File: src/hw/rtl/ubx_frame_receiver_top_assert.svh
// Assertion macros for the frame receiver top level.
`ifndef UBX_FRAME_RECEIVER_TOP_ASSERT_SVH
`define UBX_FRAME_RECEIVER_TOP_ASSERT_SVH

// Check that the consequent holds whenever the antecedent holds.
`define UBXR_ASSERT_IMPLY(lbl, ante, cons, msg) \
  lbl: assert property (@(posedge clk) disable iff (!rst_n) (ante) |-> (cons)) \
    else $error(msg);

// Check that the consequent holds in the cycle after the antecedent.
`define UBXR_ASSERT_NEXT(lbl, ante, cons, msg) \
  lbl: assert property (@(posedge clk) disable iff (!rst_n) (ante) |=> (cons)) \
    else $error(msg);

`endif

File: src/hw/rtl/ubxr_pkg.sv
// Package: constants, status codes and result type of the frame receiver.
`timescale 1ns / 1ps
package ubxr_pkg;

  localparam int RX_BUF_SIZE = 256;
  localparam int POS_W = $clog2(RX_BUF_SIZE);

  localparam logic [7:0] SYNC_FIRST  = 8'hB5;
  localparam logic [7:0] SYNC_SECOND = 8'h62;
  localparam int PAYLOAD_START  = 6;
  localparam int FRAME_OVERHEAD = 8;

  localparam logic [1:0] STAT_BUSY     = 2'd0;
  localparam logic [1:0] STAT_OK       = 2'd1;
  localparam logic [1:0] STAT_BAD_CK   = 2'd2;
  localparam logic [1:0] STAT_OVERFLOW = 2'd3;

  typedef logic [POS_W-1:0] pos_t;

  typedef struct packed {
    logic [7:0]  data_byte;
    logic [7:0]  byte_pos;
    logic        is_payload;
    logic [7:0]  msg_class;
    logic [7:0]  msg_ident;
    logic [15:0] payload_len;
    logic        frame_end;
    logic [1:0]  status;
  } result_t;

  function automatic logic [7:0] to_byte_pos(input pos_t pos);
    logic [POS_W+7:0] wide;
    wide = {8'h00, pos};
    return wide[7:0];
  endfunction

endpackage

File: src/hw/rtl/ubxr_stream_if.sv
// Interfaces: received byte channel and result item channel.
`timescale 1ns / 1ps
interface ubxr_in_if;
  logic       valid;
  logic       ready;
  logic [7:0] rx_byte;

  modport source (output valid, output rx_byte, input ready);
  modport sink (input valid, input rx_byte, output ready);
endinterface

interface ubxr_out_if;
  logic        valid;
  logic        ready;
  logic [7:0]  data_byte;
  logic [7:0]  byte_pos;
  logic        is_payload;
  logic [7:0]  msg_class;
  logic [7:0]  msg_ident;
  logic [15:0] payload_len;
  logic        frame_end;
  logic [1:0]  status;

  modport source (output valid, output data_byte, output byte_pos, output is_payload,
                  output msg_class, output msg_ident, output payload_len,
                  output frame_end, output status, input ready);
  modport sink (input valid, input data_byte, input byte_pos, input is_payload,
                input msg_class, input msg_ident, input payload_len,
                input frame_end, input status, output ready);
endinterface

File: src/hw/rtl/ubx_frame_receiver_top.sv
// Top level of the UBX frame receiver: input register, frame core, result register.
//
// Usage:
//   in_ch carries one received serial byte per item (rx_byte). out_ch carries
//   one result item per input item: the echoed byte, its frame position, a
//   payload flag, the latched class, id and payload length, a frame end flag
//   and a status code (in progress or dropped, ok, bad checksum, overflow).
//   Both channels take an item on a clock edge with valid and ready high.
//   An accepted item sits in the input register, and the frame logic loads
//   the result register from it once that register is empty or being taken.
//   Throughput is one item per cycle while out_ch does not stall; the checksum
//   and position update are combinational between the input register and the
//   result register.
//   A stalled result holds in the result register; the input register keeps
//   accepting until it too is full, and then in_ch.ready drops.
//   Reset (rst_n low, synchronous) holds in_ch.ready low, empties both
//   registers and returns the frame tracker to sync hunt with zero length,
//   sums, class and id.
`timescale 1ns / 1ps
`include "ubx_frame_receiver_top_assert.svh"
module ubx_frame_receiver_top (
  input logic clk,
  input logic rst_n,
  ubxr_in_if.sink    in_ch,
  ubxr_out_if.source out_ch
);

  logic              s1_valid_r, s1_valid_nxt;
  logic [7:0]        s1_byte_r;
  logic              out_valid_r, out_valid_nxt;
  ubxr_pkg::result_t out_data_r;
  ubxr_pkg::result_t core_result;
  logic              s1_move;
  logic              in_acc;

  assign s1_move     = s1_valid_r && (!out_valid_r || out_ch.ready);
  assign in_ch.ready = rst_n && (!s1_valid_r || s1_move);
  assign in_acc      = in_ch.valid && in_ch.ready;

  ubxr_core u_core (
    .clk    (clk),
    .rst_n  (rst_n),
    .step   (s1_move),
    .rx_byte(s1_byte_r),
    .result (core_result)
  );

  always_comb begin
    s1_valid_nxt  = in_acc ? 1'b1 : (s1_move ? 1'b0 : s1_valid_r);
    out_valid_nxt = s1_move ? 1'b1 : (out_ch.ready ? 1'b0 : out_valid_r);
  end

  always_ff @(posedge clk) begin
    if (!rst_n) begin
      s1_valid_r  <= 1'b0;
      out_valid_r <= 1'b0;
    end else begin
      s1_valid_r  <= s1_valid_nxt;
      out_valid_r <= out_valid_nxt;
    end
  end

  always_ff @(posedge clk) begin
    if (in_acc) begin
      s1_byte_r <= in_ch.rx_byte;
    end
    if (s1_move) begin
      out_data_r <= core_result;
    end
  end

  assign out_ch.valid       = out_valid_r;
  assign out_ch.data_byte   = out_data_r.data_byte;
  assign out_ch.byte_pos    = out_data_r.byte_pos;
  assign out_ch.is_payload  = out_data_r.is_payload;
  assign out_ch.msg_class   = out_data_r.msg_class;
  assign out_ch.msg_ident   = out_data_r.msg_ident;
  assign out_ch.payload_len = out_data_r.payload_len;
  assign out_ch.frame_end   = out_data_r.frame_end;
  assign out_ch.status      = out_data_r.status;

  `UBXR_ASSERT_IMPLY(a_end_status, out_valid_r,
    out_data_r.frame_end == (out_data_r.status != ubxr_pkg::STAT_BUSY),
    "frame end and status disagree")
  `UBXR_ASSERT_NEXT(a_s1_hold, s1_valid_r && out_valid_r && !out_ch.ready,
    s1_valid_r && out_valid_r, "item lost while result stalled")
  `UBXR_ASSERT_IMPLY(a_ready_full, !in_ch.ready, s1_valid_r && out_valid_r,
    "input stalled with a free register")

endmodule

File: src/hw/rtl/ubxr_core.sv
// Frame tracking core: sync hunt, header latch, Fletcher checksum, end detection.
`timescale 1ns / 1ps
module ubxr_core (
  input  logic              clk,
  input  logic              rst_n,
  input  logic              step,
  input  logic [7:0]        rx_byte,
  output ubxr_pkg::result_t result
);

  ubxr_pkg::pos_t pos_r, pos_nxt;
  logic [15:0] length_r, length_nxt;
  logic [7:0]  sum_a_r, sum_a_nxt;
  logic [7:0]  sum_b_r, sum_b_nxt;
  logic [7:0]  class_r, class_nxt;
  logic [7:0]  ident_r, ident_nxt;
  logic [7:0]  ck_a_r, ck_a_nxt;

  logic        sync_miss;
  logic [15:0] len_eff;
  logic [16:0] pos_ext;
  logic [16:0] len_ext;
  logic        in_sum;
  logic        at_ck_a;
  logic        at_end;
  logic        at_overflow;
  logic        restart;
  logic        ck_ok;

  always_comb begin
    pos_ext = 17'(pos_r);
    sync_miss = ((pos_r == ubxr_pkg::pos_t'(0)) && (rx_byte != ubxr_pkg::SYNC_FIRST)) ||
                ((pos_r == ubxr_pkg::pos_t'(1)) && (rx_byte != ubxr_pkg::SYNC_SECOND));

    class_nxt  = (pos_r == ubxr_pkg::pos_t'(2)) ? rx_byte : class_r;
    ident_nxt  = (pos_r == ubxr_pkg::pos_t'(3)) ? rx_byte : ident_r;
    length_nxt = length_r;
    if (pos_r == ubxr_pkg::pos_t'(4)) begin
      length_nxt = {8'h00, rx_byte};
    end else if (pos_r == ubxr_pkg::pos_t'(5)) begin
      length_nxt = length_r | {rx_byte, 8'h00};
    end

    len_eff = (pos_ext >= 17'd5) ? length_nxt : 16'h0000;
    len_ext = 17'(len_eff);

    in_sum  = (pos_ext >= 17'd2) &&
              (pos_ext < len_ext + 17'(ubxr_pkg::PAYLOAD_START));
    at_ck_a = (pos_ext == len_ext + 17'(ubxr_pkg::PAYLOAD_START));
    at_end  = (pos_ext == len_ext + 17'(ubxr_pkg::FRAME_OVERHEAD - 1));
    at_overflow = !at_end && (pos_r == ubxr_pkg::pos_t'(ubxr_pkg::RX_BUF_SIZE - 1));

    sum_a_nxt = sum_a_r;
    sum_b_nxt = sum_b_r;
    ck_a_nxt  = ck_a_r;
    if (in_sum) begin
      sum_a_nxt = sum_a_r + rx_byte;
      sum_b_nxt = sum_b_r + sum_a_nxt;
    end else if (at_ck_a) begin
      ck_a_nxt = rx_byte;
    end

    ck_ok = (sum_a_r == ck_a_r) && (sum_b_r == rx_byte);
    pos_nxt = pos_r + ubxr_pkg::pos_t'(1);

    result.data_byte   = rx_byte;
    result.byte_pos    = ubxr_pkg::to_byte_pos(pos_r);
    result.is_payload  = (pos_ext >= 17'(ubxr_pkg::PAYLOAD_START)) &&
                         (pos_ext < len_ext + 17'(ubxr_pkg::PAYLOAD_START));
    result.msg_class   = class_nxt;
    result.msg_ident   = ident_nxt;
    result.payload_len = length_nxt;
    result.frame_end   = at_end || at_overflow;
    result.status      = at_end ? (ck_ok ? ubxr_pkg::STAT_OK : ubxr_pkg::STAT_BAD_CK) :
                         (at_overflow ? ubxr_pkg::STAT_OVERFLOW : ubxr_pkg::STAT_BUSY);

    // drop a byte that breaks the sync pair
    if (sync_miss) begin
      class_nxt          = class_r;
      ident_nxt          = ident_r;
      result.is_payload  = 1'b0;
      result.msg_class   = class_r;
      result.msg_ident   = ident_r;
      result.payload_len = 16'h0000;
      result.frame_end   = 1'b0;
      result.status      = ubxr_pkg::STAT_BUSY;
    end

    restart = sync_miss || at_end || at_overflow;
    if (restart) begin
      pos_nxt    = '0;
      length_nxt = 16'h0000;
      sum_a_nxt  = 8'h00;
      sum_b_nxt  = 8'h00;
      ck_a_nxt   = 8'h00;
    end
  end

  always_ff @(posedge clk) begin
    if (!rst_n) begin
      pos_r    <= '0;
      length_r <= 16'h0000;
      sum_a_r  <= 8'h00;
      sum_b_r  <= 8'h00;
      class_r  <= 8'h00;
      ident_r  <= 8'h00;
      ck_a_r   <= 8'h00;
    end else if (step) begin
      pos_r    <= pos_nxt;
      length_r <= length_nxt;
      sum_a_r  <= sum_a_nxt;
      sum_b_r  <= sum_b_nxt;
      class_r  <= class_nxt;
      ident_r  <= ident_nxt;
      ck_a_r   <= ck_a_nxt;
    end
  end

endmodule
File: src/flat_wrapper.sv
// flat-port wrapper written by rule: the top's interface ports become plain ports
module ubx_frame_receiver_top_flat 
  (clk, rst_n, in_ch_valid, in_ch_rx_byte, in_ch_ready, out_ch_valid, out_ch_data_byte, out_ch_byte_pos, out_ch_is_payload, out_ch_msg_class, out_ch_msg_ident, out_ch_payload_len, out_ch_frame_end, out_ch_status, out_ch_ready);
  ubxr_in_if in_ch_i ();
  ubxr_out_if out_ch_i ();
  input logic clk;
  input logic rst_n;
  input wire logic [$bits(in_ch_i.valid)-1:0] in_ch_valid;
  input wire logic [$bits(in_ch_i.rx_byte)-1:0] in_ch_rx_byte;
  output wire logic [$bits(in_ch_i.ready)-1:0] in_ch_ready;
  output wire logic [$bits(out_ch_i.valid)-1:0] out_ch_valid;
  output wire logic [$bits(out_ch_i.data_byte)-1:0] out_ch_data_byte;
  output wire logic [$bits(out_ch_i.byte_pos)-1:0] out_ch_byte_pos;
  output wire logic [$bits(out_ch_i.is_payload)-1:0] out_ch_is_payload;
  output wire logic [$bits(out_ch_i.msg_class)-1:0] out_ch_msg_class;
  output wire logic [$bits(out_ch_i.msg_ident)-1:0] out_ch_msg_ident;
  output wire logic [$bits(out_ch_i.payload_len)-1:0] out_ch_payload_len;
  output wire logic [$bits(out_ch_i.frame_end)-1:0] out_ch_frame_end;
  output wire logic [$bits(out_ch_i.status)-1:0] out_ch_status;
  input wire logic [$bits(out_ch_i.ready)-1:0] out_ch_ready;
  assign in_ch_i.valid = in_ch_valid;
  assign in_ch_i.rx_byte = in_ch_rx_byte;
  assign in_ch_ready = in_ch_i.ready;
  assign out_ch_valid = out_ch_i.valid;
  assign out_ch_data_byte = out_ch_i.data_byte;
  assign out_ch_byte_pos = out_ch_i.byte_pos;
  assign out_ch_is_payload = out_ch_i.is_payload;
  assign out_ch_msg_class = out_ch_i.msg_class;
  assign out_ch_msg_ident = out_ch_i.msg_ident;
  assign out_ch_payload_len = out_ch_i.payload_len;
  assign out_ch_frame_end = out_ch_i.frame_end;
  assign out_ch_status = out_ch_i.status;
  assign out_ch_i.ready = out_ch_ready;
  ubx_frame_receiver_top u_core (.clk(clk), .rst_n(rst_n), .in_ch(in_ch_i), .out_ch(out_ch_i));
endmodule
File: config.mk
export PLATFORM = sky130hd
export DESIGN_NAME = ubx_frame_receiver_top_flat
export DESIGN_NICKNAME = d
export VERILOG_FILES = /design/src/hw/rtl/ubxr_pkg.sv /design/src/hw/rtl/ubxr_stream_if.sv /design/src/hw/rtl/ubx_frame_receiver_top.sv /design/src/hw/rtl/ubxr_core.sv /design/src/flat_wrapper.sv
export VERILOG_INCLUDE_DIRS = /design/src /design/src/hw/rtl
export SDC_FILE = /design/constraint.sdc
export NUM_CORES = 1
export LEC_CHECK = 0
export ABC_AREA = 1
export BUFFER_PORTS_ARGS = -buffer_cell sky130_fd_sc_hd__buf_2
export CORE_MARGIN = 5
export CORE_UTILIZATION = 30
export DETAILED_ROUTE_END_ITERATION = 6
export GPL_TIMING_DRIVEN = 0
export HOLD_SLACK_MARGIN = 0.1
export SLEW_MARGIN = 10
export SYNTH_ARGS = -nofsm -noshare
export SYNTH_HDL_FRONTEND = slang
export SYNTH_HIERARCHICAL = 1
export SYNTH_SLANG_ARGS = --single-unit
File: constraint.sdc
create_clock -name clk -period 4 [get_ports clk]
set_input_delay 0.2 -clock clk [delete_from_list [all_inputs] [get_ports clk]]
set_output_delay 0.2 -clock clk [all_outputs]
set_load 0.005 [all_outputs]
==> summary.md, run 1 <==
| Metric | Value |
|---|---|
| FF-to-FF Start | u_core/u_core/pos_r[1] |
| Static leakage | 3.71 nW |
| Worst slew pin tran | 0.701 ns |
| Number of vias per cell | 4.90 |
| Highest layer used for signal routing | met4 |
| Global-route wire length before repair | 35500 microns |
| Fin util | 38.0% |
| Startpoint Class | flip-flop |
| I/O pins | 66 |
| DP HPWL | 16100 microns |
| FF-to-FF path depth | 24 |
| Worst hold slack | 0.158 ns |
| CP cell instances | inv_2, ha_2, nand3_4, nand3_2, buf_4, clkinvlp_4, nor2_4, inv_2, ha_2, inv_2, nand4_4, xnor2_2, ha_1, nand2_2, o21bai_1, nand2_1, a21oi_2, nand3b_1, nor2_1, nand4_2, buf_6, a21oi_4, nand3_1, a21oi_2 |
| Sequential Power Share | 42.8% |
| Ys async rst share | 0% |
| Switching power | 752 uW |
| Total clock sinks | 126 |
| Setup crit end | u_core/u_core/ck_a_r[1] |
| Routability-driven placement congestion ratio | 0.921 |
| Peak Freq | 258 MHz |
| Clock Skew | 0.0111 ns |
| Pwr per Cell Area | 342 mW/mm^2 |
| Vias | 6982 |
| Non-filler cells, final | 1424 |
| Post-synth EDFFs | 60 |
| Filler instances | 2608 |
| TritonCTS buffer count | 17 |
| Cells after synthesis | 958 |
| Combinational share of power | 5.1% |
| Wl on met1 | 10100 microns |
| Final worst slack | 0.120 ns |
| Worst EP required | 4.36 ns |
| Final ANT Viol Nets | 0 |
| Tmin final | 3.88 ns |
| Critical path's slowest cell | dfxtp_4 |
| Clock transition at path regs | 0.06 ns |
| Clk root buf | clkbuf_16 |
| Tcrit/Tclk final | 97.0% |
| Num rows | 58 |
| Gr usage total | 15.7% |
| Setup Slack @ Placement | -1.06 ns |
| Initial Util | 30.2% |
| Drt total wl | 22400 microns |
| Pin count of the biggest net entering global routing | 28 |
| Port bufs | 65 |
| Ant diodes | 0 |
| Register area share after synthesis | 41.4% |
| Hold Crit Class | in -> reg |
| Register bit total from synthesis | 126 |
| Vias in the first global route | 6677 |
| Pins Over Slew Limit | 0 |
| Met2 wire length | 10600 microns |
| Netlist cell types | 49 |
| Wirelength per Cell | 15.7 microns |
| MaxCap Viol Count | 0 |
| Die area | 0.0284 sq mm |
| Top post-synthesis cells by area | edfxtp_1 24%, dfxtp_1 18%, nand2_1 11% |
| Worst skew pair latency | 0.43 ns |
| Crit path kind | reg -> reg |
| CTS Buffer Depth | 2 |
| Total gr overflow | 0 |
| Worst hold stages | 3 |
| Cell Area, Synth | 0.00754 sq mm |
| Int Power | 2.49 mW |
| Hold violation total from the final report | 0 |
| Largest area contributor in the netlist | edfxtp_1 |
| First-pass detailed-route iteration total | 5 |
| Antenna violations before repair | 0 |
| Clk pwr share | 52.1% |
| Drc violations | 0 |
| Inst Count DP | 1355 |
| Worst setup EP type | flip-flop |
| Sw Ratio | 23.2% |
| Synth warn | 6 |
| Iteration-0 DRC Markers | 545 |
| RR Endpoint | u_core/u_core/ck_a_r[1] |
| Syn nets | 1001 |
| Post-synth top area share | 23.9% |
| Post-Syn Area per Cell | 7.87 sq um |
| Peak supply drop | 0.000303 V |
| Area Growth Syn to Fin | 26.0% |
| Layout cells sized above 1 | 23.4% |
| Status | finished, final reports clean |
| Area of the core | 0.0250 sq mm |
| Chip Width | 169 microns |
| Worst R2R Setup Slack | 0.12 ns |
| CTS tree | done |
| H-tree levels | 4 |
| Met3 routed WL | 1020 microns |
| Slew margin rel. | 53.1% |
| CP Data Arrival Time | 4.24 ns |
| Nets | 1124 |
| Setup violators final | 0 |
| Chip height | 169 microns |
| Worst path most repeated cell | inv_2 |
| Max Fanout on Critical Path | 8 |
| Primary FF master, synth | dfxtp_1 |
| Critical Path Source | u_core/u_core/pos_r[1] |
| CP peak stage delay | 0.35 ns |
-- critical path: cells and delay by family, from the launching register on --
kind / cells / cell delay, ns
AOI/OAI and AO/OA: 4 / 0.66
adders and majority gates: 3 / 0.71
buffers and inverters: 6 / 0.68
and+or+nand+nor: 10 / 1.24
DFF: 1 / 0.35
xor gates and xnor gates: 1 / 0.16
-- kinds of logic (layout without fill, tap and decap cells) --
kind of cell    after synthesis  count (layout)  synth area share, %
simple gates                463             463                 29.1
buf+inv                     144             280                 8.55
xor+xnor                     33              33                 3.83
fa+ha+maj                    31              31                 5.35
mux                           5               5                0.664
compound gates              156             156                 11.1
flops                       126             126                 41.4
-- through the flow --
step | instance area, sq um | TNS (ns) | total power [mW]
final | 9500 | 0 | 3.24
after CTS | 9210 | 0 | 3.27
after global routing | 9500 | -0.313 | 3.34
after global placement | 8280 | -47.97 | 1.57
after detailed placement | 8330 | -34.34 | 1.57
after floorplan | 7540 | 0 | 1.50
-- cells in the final DEF, fill, tap and decap left out, types with 17 or more instances in the layout --
master / n
nand2_1: 207
inv_1: 87
nor2_1: 75
nand3_1: 73
a21oi_1: 71
buf_2: 68
edfxtp_1: 60
dfxtp_1: 60
o21ai_0: 56
buf_4: 37
ha_1: 26
xor2_1: 20
clkbuf_1: 20
nand4_1: 19
nand2_2: 19
clkbuf_16: 17
-- power groups by stage --
stage | clock network (mW) | logic, mW | registers, mW
global route | 1.77 | 0.181 | 1.39
CTS | 1.72 | 0.163 | 1.39
global placement | 0 | 0.146 | 1.42
floorplan | 0 | 0.0860 | 1.42
detailed placement | 0 | 0.154 | 1.42
finish | 1.69 | 0.166 | 1.39
-- synth_stat cells, types with 6 or more instances --
library cell and number:
o21ai_0 59, buf_4 13, edfxtp_1 60, nand3_1 82
inv_1 92, nand2_1 212, clkbuf_1 22, xor2_1 20
nor3_1 8, a21oi_1 77, ha_1 29, nand3_2 9
dfxtp_1 66, nor2_1 77, nor2_2 18, nand2_2 16
nand4_1 19, xnor2_1 13, buf_6 6
-- cell type report --
type | instances | area, sq um | area share, %
Clock buffer | 17 | 425 | 4.48
Tap cell | 330 | 413 | 4.35
Sequential cell | 126 | 3140 | 33.0
Multi-Input combinational cell | 688 | 3970 | 41.8
Inverter | 99 | 383 | 4.03
Clock inverter | 15 | 210 | 2.21
Buffer | 45 | 284 | 2.99
Timing Repair Buffer | 104 | 674 | 7.10
-- sequential cells by signal, indices dropped and copies added (netlist names) --
name,cells
u_core/out_ch.msg_class,8
u_core/out_ch.msg_ident,8
u_core/out_ch.payload_len,16
u_core/u_core/sum_a_r,8
u_core/out_ch.frame_end,1
u_core/u_core/class_r,8
u_core/u_core/sum_b_r,8
u_core/u_core/ident_r,8
u_core/u_core/length_r,16
u_core/out_ch.is_payload,1
u_core/s1_byte_r,8
u_core/out_ch.status,2
u_core/u_core/ck_a_r,8
u_core/out_ch.byte_pos,8
u_core/out_ch.valid,1
u_core/out_ch.data_byte,8
u_core/s1_valid_r,1
u_core/u_core/pos_r,8
-- metal layers --
| metal | vias to the layer above | GRT usage (%) |
|---|---|---|
| li1 | 3442 | - |
| met1 | 3279 | 20.5 |
| met2 | 209 | 26.3 |
| met3 | 52 | 2.36 |
| met4 | 0 | 6.10 |
| met5 | - | 0 |
-- worst min path at each step --
stage,startpoint,endpoint,slack [ns]
after floorplan,in_ch_rx_byte[0],u_core/s1_byte_r[0],0.30
after global placement,in_ch_rx_byte[4],u_core/s1_byte_r[4],0.38
after detailed placement,in_ch_rx_byte[0],u_core/s1_byte_r[0],0.38
after CTS,rst_n,u_core/u_core/pos_r[5],0.15
after global routing,rst_n,u_core/u_core/pos_r[5],0.17
final,rst_n,u_core/u_core/pos_r[5],0.16
-- timing repair --
action                                 in CTS  in global routing
gates resized for setup                    23                 45
pin swaps                                   7                 14
setup endpoints to repair                  52                 42
endpoints found under the hold margin      10                  0
setup buffers                               7                 19
hold buffers                               11                  0
Power figures use the tool's default switching activity.
==> inputs of run 2 (changes only) <==
Settings changed: CORE_UTILIZATION 30 to 55, PLACE_DENSITY set to 0.77.
==> run 2 against run 1 <==
Against the previous run: global-route usage rose by 10 points; clock skew down 0.0035 ns; routed wire length decreased by 3.8%; utilization up 31 points; first-iteration DRC count increased by 63%; flip-flop and latch count unchanged; via count up 2.7%; die area is 43% lower; clock power decreased by 9%; non-clock buffer count decreased by 8; setup slack lost 0.090 ns.
==> summary.md, run 2 (synthesis gave the netlist of run 1 again) <==
| Metric | Value |
|---|---|
| TritonCTS buffer count | 17 |
| Grt peak-use layer | met2 |
| Worst slew pin tran | 0.682 ns |
| H-tree levels | 4 |
| CTS tree | done |
| Routability-driven placement congestion ratio | 0.943 |
| Gr usage total | 26.1% |
| Chip height | 127 microns |
| Post-DP Area | 0.00814 sq mm |
| Crit path kind | reg -> reg |
| FF-to-FF Start | u_core/u_core/pos_r[0] |
| Static leakage | 3.62 nW |
| Post-route cell area | 0.00917 sq mm |
| Port bufs | 65 |
| Antenna violations before repair | 0 |
| I/O pins | 66 |
| Die area | 0.0161 sq mm |
| Reg area | 0.00314 sq mm |
| Tmin final | 3.97 ns |
| Setup violators final | 0 |
| CP Data Arrival Time | 4.26 ns |
| Area of the core | 0.0133 sq mm |
| Clk root buf | clkbuf_16 |
| Pin count of the biggest net entering global routing | 31 |
| Max Fanout on Critical Path | 10 |
| Clock transition at path regs | 0.06 ns |
| Setup crit end | u_core/u_core/ck_a_r[4] |
| Commonest non-fill, non-tap cells in the layout | 209 x nand2_1, 88 x inv_1, 78 x nand3_1 |
| Drc violations | 0 |
| Tcrit/Tclk final | 99.3% |
| Number of vias per cell | 5.68 |
| Ant diodes | 0 |
| DP HPWL | 15100 microns |
| Hold violation total from the final report | 0 |
| Global-route wire length before repair | 33300 microns |
| Peak Freq | 252 MHz |
| FF-to-FF path depth | 22 |
| Peak supply drop | 0.000269 V |
| Total clock sinks | 126 |
| Vias in the first global route | 6487 |
| Worst setup EP type | flip-flop |
| Setup Slack @ Placement | -1.00 ns |
| Iteration-0 DRC Markers | 891 |
| Pins Over Slew Limit | 0 |
| Commonest non-fill, non-tap cell in the layout | nand2_1 |
| RR Endpoint | u_core/u_core/ck_a_r[4] |
| CTS Buffer Depth | 2 |
| Layout cells sized above 1 | 21.5% |
| Initial Util | 56.5% |
| Nets | 1116 |
| Hold path startpoint | rst_n |
| Hold Crit Class | in -> reg |
| Status | finished, final reports clean |
| Pwr per Cell Area | 338 mW/mm^2 |
| Final ANT Viol Nets | 0 |
| Startpoint Class | flip-flop |
| Vias | 7169 |
| Worst EP required | 4.29 ns |
| MaxCap Viol Count | 0 |
| Worst skew pair latency | 0.43 ns |
| First-pass detailed-route iteration total | 6 |
| Filler instances | 1107 |
| Area Growth Syn to Fin | 21.7% |
| Critical Path Source | u_core/u_core/pos_r[0] |
| Slew margin rel. | 54.5% |
| Clock Skew | 0.00762 ns |
| Area of the multi-input gates | 0.00394 sq mm |
| GR Layer Usage met2 | 41.6% |
| Total gr overflow | 0 |
| Met3 Track Usage GR | 4.92% |
| Met1 GRT Util | 35.1% |
| Worst R2R Setup Slack | 0.03 ns |
| Final worst slack | 0.0294 ns |
| Drt total wl | 21600 microns |
| Final Total Pwr | 3.10 mW |
| Chip Width | 127 microns |
| Wirelength per Cell | 17.1 microns |
| Num rows | 42 |
run 2: changes by cell type in the layout (fill, tap and decap cells not counted), moves of 3 or more:
cell and delta:
a21oi_1 +4, a21oi_2 -4, buf_4 -6, clkinvlp_4 +3
nand3_1 +5, nand3_2 -5, nor2_2 +3
run 2: worst min-delay path by stage:
stage | end | depth (start not counted) | slack, ns
after detailed placement | u_core/s1_byte_r[4] | 1 | 0.38
after CTS | u_core/u_core/ident_r[0] | 3 | 0.15
after floorplan | u_core/s1_byte_r[0] | 0 | 0.30
after global routing | u_core/u_core/ident_r[0] | 3 | 0.15
final | u_core/u_core/ident_r[0] | 3 | 0.16
after global placement | u_core/s1_byte_r[2] | 1 | 0.38
run 2: report_power, final:
part	switching [mW]	internal (mW)
Combinational	0.101	0.0634
Clock	0.590	0.953
Sequential	0.0144	1.38
run 2: metrics by stage:
stage          instances  utilization (%)  hold slack, ns  setup TNS, ns
3_3_place_gp        1199             60.6           0.377         -36.26
6_report            1262             68.7           0.159              0
4_1_cts             1249             67.0           0.148              0
3_5_place_dp        1201             61.0           0.378         -29.46
5_1_grt             1262             68.7           0.152          -1.68
2_1_floorplan        958                -           0.299              0
run 2: critical path, stage by stage (launching register included):
cell	delay, ns
dfxtp_4	0.39
inv_2	0.08
ha_4	0.18
nand3_4	0.10
nor2_8	0.04
buf_6	0.15
nand2_1	0.10
o21ai_4	0.10
nor2_2	0.14
inv_1	0.11
ha_4	0.19
inv_2	0.09
nand4_4	0.14
xnor2_2	0.17
ha_1	0.28
nand2_1	0.13
or4_4	0.59
nor3_2	0.19
nand3_1	0.10
nor2_2	0.16
nand3_4	0.17
nand3_1	0.16
a21oi_1	0.07
run 2: area by class of cell:
type                    instances  area share [%]
multi-input cells             688            43.0
flip-flops and latches        126            34.2
repair buffers                 96            6.71
clock buffers                  20            4.98
inverters                      99            4.15
plain buffers                  45            3.12
well taps                     176            2.40
clock inverters                12            1.49
run 2: layer usage:
layer	share of wire, %	up-vias	routed length [microns]
met4	2.7	0	584
met2	47	379	10100
met5	0	-	0
met3	8.2	52	1760
li1	-	3430	-
met1	42	3308	9110
run 2: repair_timing:
action	in CTS	in global routing
pin swaps	6	10
resized for setup	19	35
endpoints found under the setup margin	52	29
hold endpoints to repair	10	0
hold buffers	10	0
buffers inserted	6	13
